==> config.mk <==
export PLATFORM = sky130hd
export DESIGN_NAME = svg_div
export DESIGN_NICKNAME = d
export VERILOG_FILES = /design/src/hw/rtl/svg_pkg.sv /design/src/hw/rtl/svg_div.sv
export SDC_FILE = /design/constraint.sdc
export NUM_CORES = 2
export LEC_CHECK = 0
export ABC_AREA = 1
export ABC_CLOCK_PERIOD_IN_PS = 4350
export BUFFER_PORTS_ARGS = -buffer_cell sky130_fd_sc_hd__buf_4
export CAP_MARGIN = 25
export CORE_ASPECT_RATIO = 1.5
export CORE_MARGIN = 3
export CORE_UTILIZATION = 69
export DETAILED_ROUTE_END_ITERATION = 8
export MAX_ROUTING_LAYER = met4
export PLACE_DENSITY = 0.86
export REMOVE_ABC_BUFFERS = 1
export SETUP_SLACK_MARGIN = 0.05
export SYNTH_ARGS = -nofsm -noshare
export SYNTH_HDL_FRONTEND = slang
export SYNTH_SLANG_ARGS = --single-unit
export TNS_END_PERCENT = 10
==> constraint.sdc <==
create_clock -name clock -period 4.35 [get_ports clock]
set_input_delay 0 -clock clock [delete_from_list [all_inputs] [get_ports clock]]
set_output_delay 0 -clock clock [all_outputs]
set_load 0.005 [all_outputs]
==> src/hw/rtl/svg_pkg.sv <==
package svg_pkg;

   // field widths
   localparam int FRAC_BITS = 16;
   localparam int RADIUS_W = 24;
   localparam int COUNT_W  = 11;
   localparam int RING_W   = 11;
   localparam int SEG_W    = 10;
   localparam int POS_W    = 25;
   localparam int NORM_W   = FRAC_BITS + 2;
   localparam int MAX_SEGMENTS = 1024;

   // internal widths
   localparam int PHASE_W = 32;
   localparam int DEN_W   = 12;
   localparam int TRIG_W  = 33;
   localparam int CORDIC_STEPS = 30;

   // register indexes
   localparam logic [1:0] REG_RADIUS   = 2'd0;
   localparam logic [1:0] REG_RINGS    = 2'd1;
   localparam logic [1:0] REG_SEGMENTS = 2'd2;

   // fixed point constants
   localparam logic [30:0] HALF_PI_Q30 = 31'd1686629713;
   localparam logic [TRIG_W-1:0] CORDIC_X0 = 33'd652032874;
   localparam logic [TRIG_W-1:0] Q30_ONE = 33'd1073741824;
   localparam logic signed [POS_W-1:0] POS_LIMIT = 25'sd16777215;
   localparam logic signed [NORM_W-1:0] NORM_ONE = NORM_W'(1 << FRAC_BITS);

   // per-transaction sideband
   typedef struct packed {
      logic bad;
      logic pole;
      logic south;
   } meta_type;

   // arctangent table in Q30
   function automatic logic [TRIG_W-1:0] atan_q30(input int step);
      logic [TRIG_W-1:0] v;
      case (step)
         0: v = 33'd843314857;
         1: v = 33'd497837829;
         2: v = 33'd263043837;
         3: v = 33'd133525159;
         4: v = 33'd67021687;
         5: v = 33'd33543516;
         6: v = 33'd16775851;
         7: v = 33'd8388437;
         8: v = 33'd4194283;
         9: v = 33'd2097149;
         default: v = TRIG_W'(33'd1 << (30 - step));
      endcase
      return v;
   endfunction

endpackage

==> src/hw/rtl/svg_div.sv <==
module svg_div (
   input  logic clock,
   input  logic advance,
   input  logic [svg_pkg::RING_W-1:0] num_hi,
   input  logic [svg_pkg::DEN_W-1:0] num_lo,
   input  logic [svg_pkg::DEN_W-1:0] den,
   output logic [svg_pkg::PHASE_W-1:0] quo
);
   localparam int STEPS = svg_pkg::PHASE_W;
   localparam int DW = svg_pkg::DEN_W;

   logic [DW-1:0] rem_ff [STEPS];
   logic [STEPS-1:0] quo_ff [STEPS];
   logic [STEPS-1:0] lo_ff [STEPS];

   // one quotient bit per stage, restoring division
   for (genvar j = 0; j < STEPS; j++) begin : g_step
      logic [DW-1:0] rem_prev;
      logic [STEPS-1:0] quo_prev;
      logic [STEPS-1:0] lo_prev;
      logic [DW:0] trial_in;
      logic take;
      if (j == 0) begin : g_first
         assign rem_prev = DW'(num_hi);
         assign quo_prev = '0;
         assign lo_prev  = STEPS'(num_lo);
      end else begin : g_next
         assign rem_prev = rem_ff[j-1];
         assign quo_prev = quo_ff[j-1];
         assign lo_prev  = lo_ff[j-1];
      end
      assign trial_in = {rem_prev, lo_prev[STEPS-1-j]};
      assign take = trial_in >= {1'b0, den};
      always_ff @(posedge clock) begin
         if (advance) begin
            rem_ff[j] <= take ? DW'(trial_in - {1'b0, den}) : trial_in[DW-1:0];
            quo_ff[j] <= {quo_prev[STEPS-2:0], take};
            lo_ff[j]  <= lo_prev;
         end
      end
   end

   assign quo = quo_ff[STEPS-1];
endmodule

# == Word-level counts from Yosys, hierarchy flattened ==
# Memory sizes are Yosys's and may differ from the RTL's.
# Cells that the tools add are included.
# classes
n_addsub,32
n_lt_le_gt_ge,32
muxes,34
# ops
cell,count
>= comparator 13 x 12 -> 1 bit,31
two-way mux 12 bit,32
subtractor 12 bit,32
>= comparator 12 bit,1
two-way mux 1 bit,2
# word_totals
reg_bits,0
ramBits,2432
input_bits,37
out_inout_bits,32
wordCells,101
memories,3
# mem_list
name,depth,word_bits,read_ports,rd_ports_with_merged_regs,wr,line_no,text
lo_ff,32,32,31,0,32,svg_div.sv:14,logic [STEPS-1:0] lo_ff [STEPS];
quo_ff,32,32,32,0,32,svg_div.sv:13,logic [STEPS-1:0] quo_ff [STEPS];
rem_ff,32,12,31,0,32,svg_div.sv:12,logic [DW-1:0] rem_ff [STEPS];

# == Logic depth before layout (Yosys ltp) ==
# An unclocked memory read counts as a cell.
# depth
ltp_word,3
depth_mapped,15
mapped_depth_nobuf,12

# == Worst setup path before layout ==
# No wires, ideal clock.
# synth_path
kind,input-to-reg
startpoint,in den[8] in the netlist's numbering
endpoint,"mem rem_ff[21][6] in the netlist's numbering, data pin"
setup_ns,0.253
arrival_time_ns,1.884
required_ns,4.097
slack_ns,2.213
cell_stages,11
n_path_buf,1
cell_sequence,inv_1 ha_1 nand2_2 inv_1 nand2_1 nand2_1 a21oi_4 nand3_4 buf_8 nand2_1 nand2_1
# synth_lines
item,line_no,text
from (decl),svg_div.sv:6,"input logic [svg_pkg::DEN_W-1:0] den,"
to (decl),svg_div.sv:12,

==> impl_metrics.toml <==
[status]
outcome = "finished clean"

[layout]
layoutNonFillerInstCount = 8113
areaGrowthSynthToFinish_pct = 9.13
nets = 7223
final_cell_mix = "nand2_1 (2025), edfxtp_1 (1206), inv_1 (1009)"
layout-drive-gt1-share = 0.0965
final_common_cell = "nand2_1"
fillCellCount = 6135

[sta]
post-route-period-util = 0.613
skew_ps = 77.1
drv_slew = 0
rsz0062_at_grt = "no"
max_freq_ghz = 0.375
setup_violations = 0
period_needed_ps = 2670
max-slew-margin-rel = 0.354
worstMarginPinSlew_ps = 969
timing.setup.tns_ps = 0
finalHoldViolations = 0

[grt]
grtUsageTotal = 0.327
grt_pass1_vias = 47400
antenna_found_initial = 3
grt_max_degree = 135
grt_overflow_total = 0
grt_pass1_wl_um = 245000

[routing]
vias = 47200
viasPerCell = 5.82
met3_length_um = 11500
antenna_left = 0
drtIter0Drc = 4217
wl_met2_um = 78800
highest_layer = "met4"
wl_met1_um = 54100
firstDrtPassIters = 9
routed_wl_um = 155000
drc = 0
wl_per_cell_um = 19.1

[setup_path]
endpoint_kind = "register"
r2r_cells = 6
critPathLaunchType = "primary input"
cp_max_fo = 48
arrival_ps = 3140
required_ps = 4820
critPathKind = "primary input to register"

[hold_path]
hold_class = "primary input to register"
whs_path_depth = 4

[floorplan]
num_rows = 137
initial_core_util = 0.701
die_h_um = 384
core_area_um2 = 93600
design.die.area_um2 = 98900
die_w_um = 258
top_level_ports = 69

[cts]
clockBufferDepth = 3
cts_max_level = 3
clock_sinks = 1206
clock_latency_ps = 760
cts.clk_slew.worst_paths_ps = 70
numCtsBuffers = 105
cts_tree = "built"
clock-root-buffer = "clkbuf_16"

[power]
p_clk_frac = 0.199
p_int_w = 0.0286
power_density_nw_per_um2 = 675
switching_share = 0.409
pwr-share-seq = 0.373
power_switching_w = 0.0198
vdd_drop_max_uv = 444
share_comb_of_total_power = 0.428
power_leakage_nw = 32.4

[placed_design]
placed_cells = 7875
dp_hpwl_um = 100000
port_buffers = 68
place_congestion = 0.952

[yosys]
ys_seq_area_frac = 0.552
yosysWarnings = 0
syn_avg_cell_area_um2 = 10.0
synth_edf_count = 1206
async_flop_share = 0
yosys.cell_types.count = 39
synthFlopType = "edfxtp_1"
synthesis.instances = 6561
synth_seq_cells = 1206
synth_area_um2 = 65600

[flow_run]
maxCapViolCount = 0
[critical path, stage by stage]
cell and delay, ps:
dlygate4sd3_1 530, buf_4 190, inv_8 320, buf_4 430, ha_1 210, inv_1 40
nor2_1 140, nand2_1 70, nand3_1 90, nand2_1 260, nand3_1 150, nand2_1 70
dlygate4sd3_1 560
[synthesized netlist by cell type (3+ instances only)]
master / count / area, um2
nand2_1: 2025 / 7600
edfxtp_1: 1206 / 36200
inv_1: 1014 / 3810
ha_1: 384 / 4800
nand3_1: 377 / 1890
nor2_1: 335 / 1260
nand4_1: 268 / 1680
xor2_1: 150 / 1310
nand3_2: 128 / 1280
a21oi_1: 110 / 551
o21ai_0: 89 / 445
nand2_2: 43 / 269
o21ai_2: 43 / 377
nand3b_1: 41 / 308
nand3_4: 35 / 613
fa_1: 31 / 621
xnor2_1: 30 / 263
o21ai_1: 29 / 145
a21oi_4: 28 / 455
nand2_4: 27 / 304
nor2_2: 26 / 163
nor2_4: 24 / 270
nor3_1: 22 / 110
buf_6: 17 / 191
buf_8: 17 / 255
buf_2: 13 / 65.1
nor3_2: 10 / 100
and2_1: 9 / 56.3
inv_2: 8 / 30.0
and2_2: 5 / 37.5
buf_4: 5 / 37.5
and2_4: 3 / 26.3
[layer usage]
layer	GRT usage	vias up
met4	0.193	0
met3	0.0661	799
met2	0.560	2137
li1	-	22400
met1	0.351	21900
met5	-	-
[final timing paths]
kind                       from            end  slack (ps)
setup / recovery         den[0]   rem_ff[0][2]        1680
hold / removal        num_hi[2]   rem_ff[0][3]         130
hold reg to reg    quo_ff[5][0]   quo_ff[6][1]         400
setup reg to reg  rem_ff[28][1]  rem_ff[29][2]        1700
[stage by stage]
step | setup WS, ps | instance area [um2] | power [W] | hold slack (ps) | util
floorplan | 1820 | 65000 | 0.0327 | 98.9 | -
global placement | 1480 | 67700 | 0.0372 | 178 | 0.723
detailed placement | 1460 | 67700 | 0.0379 | 180 | 0.723
CTS | 1760 | 71600 | 0.0480 | 99.8 | 0.765
global route | 1520 | 71600 | 0.0515 | 138 | 0.765
finish | 1680 | 71600 | 0.0483 | 126 | 0.765
[power by group through the flow]
stage	clock [W]	sequential (W)	combinational (W)
after floorplan	0	0.0173	0.0155
after global placement	0	0.0180	0.0192
after detailed placement	0	0.0181	0.0199
after CTS	0.00972	0.0179	0.0204
after global routing	0.0101	0.0182	0.0232
final	0.00960	0.0180	0.0207
[logic make-up (layout without fill, tap and decap cells)]
kind of cell    count (synthesis)  after routing  synth area share
simple gates                 3382           3382             0.244
flops                        1206           1206             0.552
buf+inv                      1078           1375            0.0674
fa+ha+maj                     415            415            0.0827
compound gates                300            300            0.0302
xor+xnor                      180            180            0.0240
other cells                     0              4                 0
[cell type report]
type | count | area [um2] | share of cell area
Clock inverter | 77 | 855 | 0.0119
Tap cell | 1251 | 1570 | 0.0219
Clock buffer | 117 | 2670 | 0.0373
Multi-Input combinational cell | 4277 | 25000 | 0.349
Timing Repair Buffer | 158 | 1470 | 0.0205
Inverter | 1023 | 3850 | 0.0537
Antenna cell | 4 | 10.0 | 0.000140
Sequential cell | 1206 | 36200 | 0.506
[flip-flops by register name (all words and copies together) (netlist names)]
register / flops
quo_ff: 528
rem_ff: 372
lo_ff: 306
[timing repair]
action	CTS	global route
hold endpoints to repair	137	0
gates resized for setup	0	0
setup buffers	0	0
hold buffers	39	0
setup endpoints to repair	0	0
(Power assumes the default switching activity.)
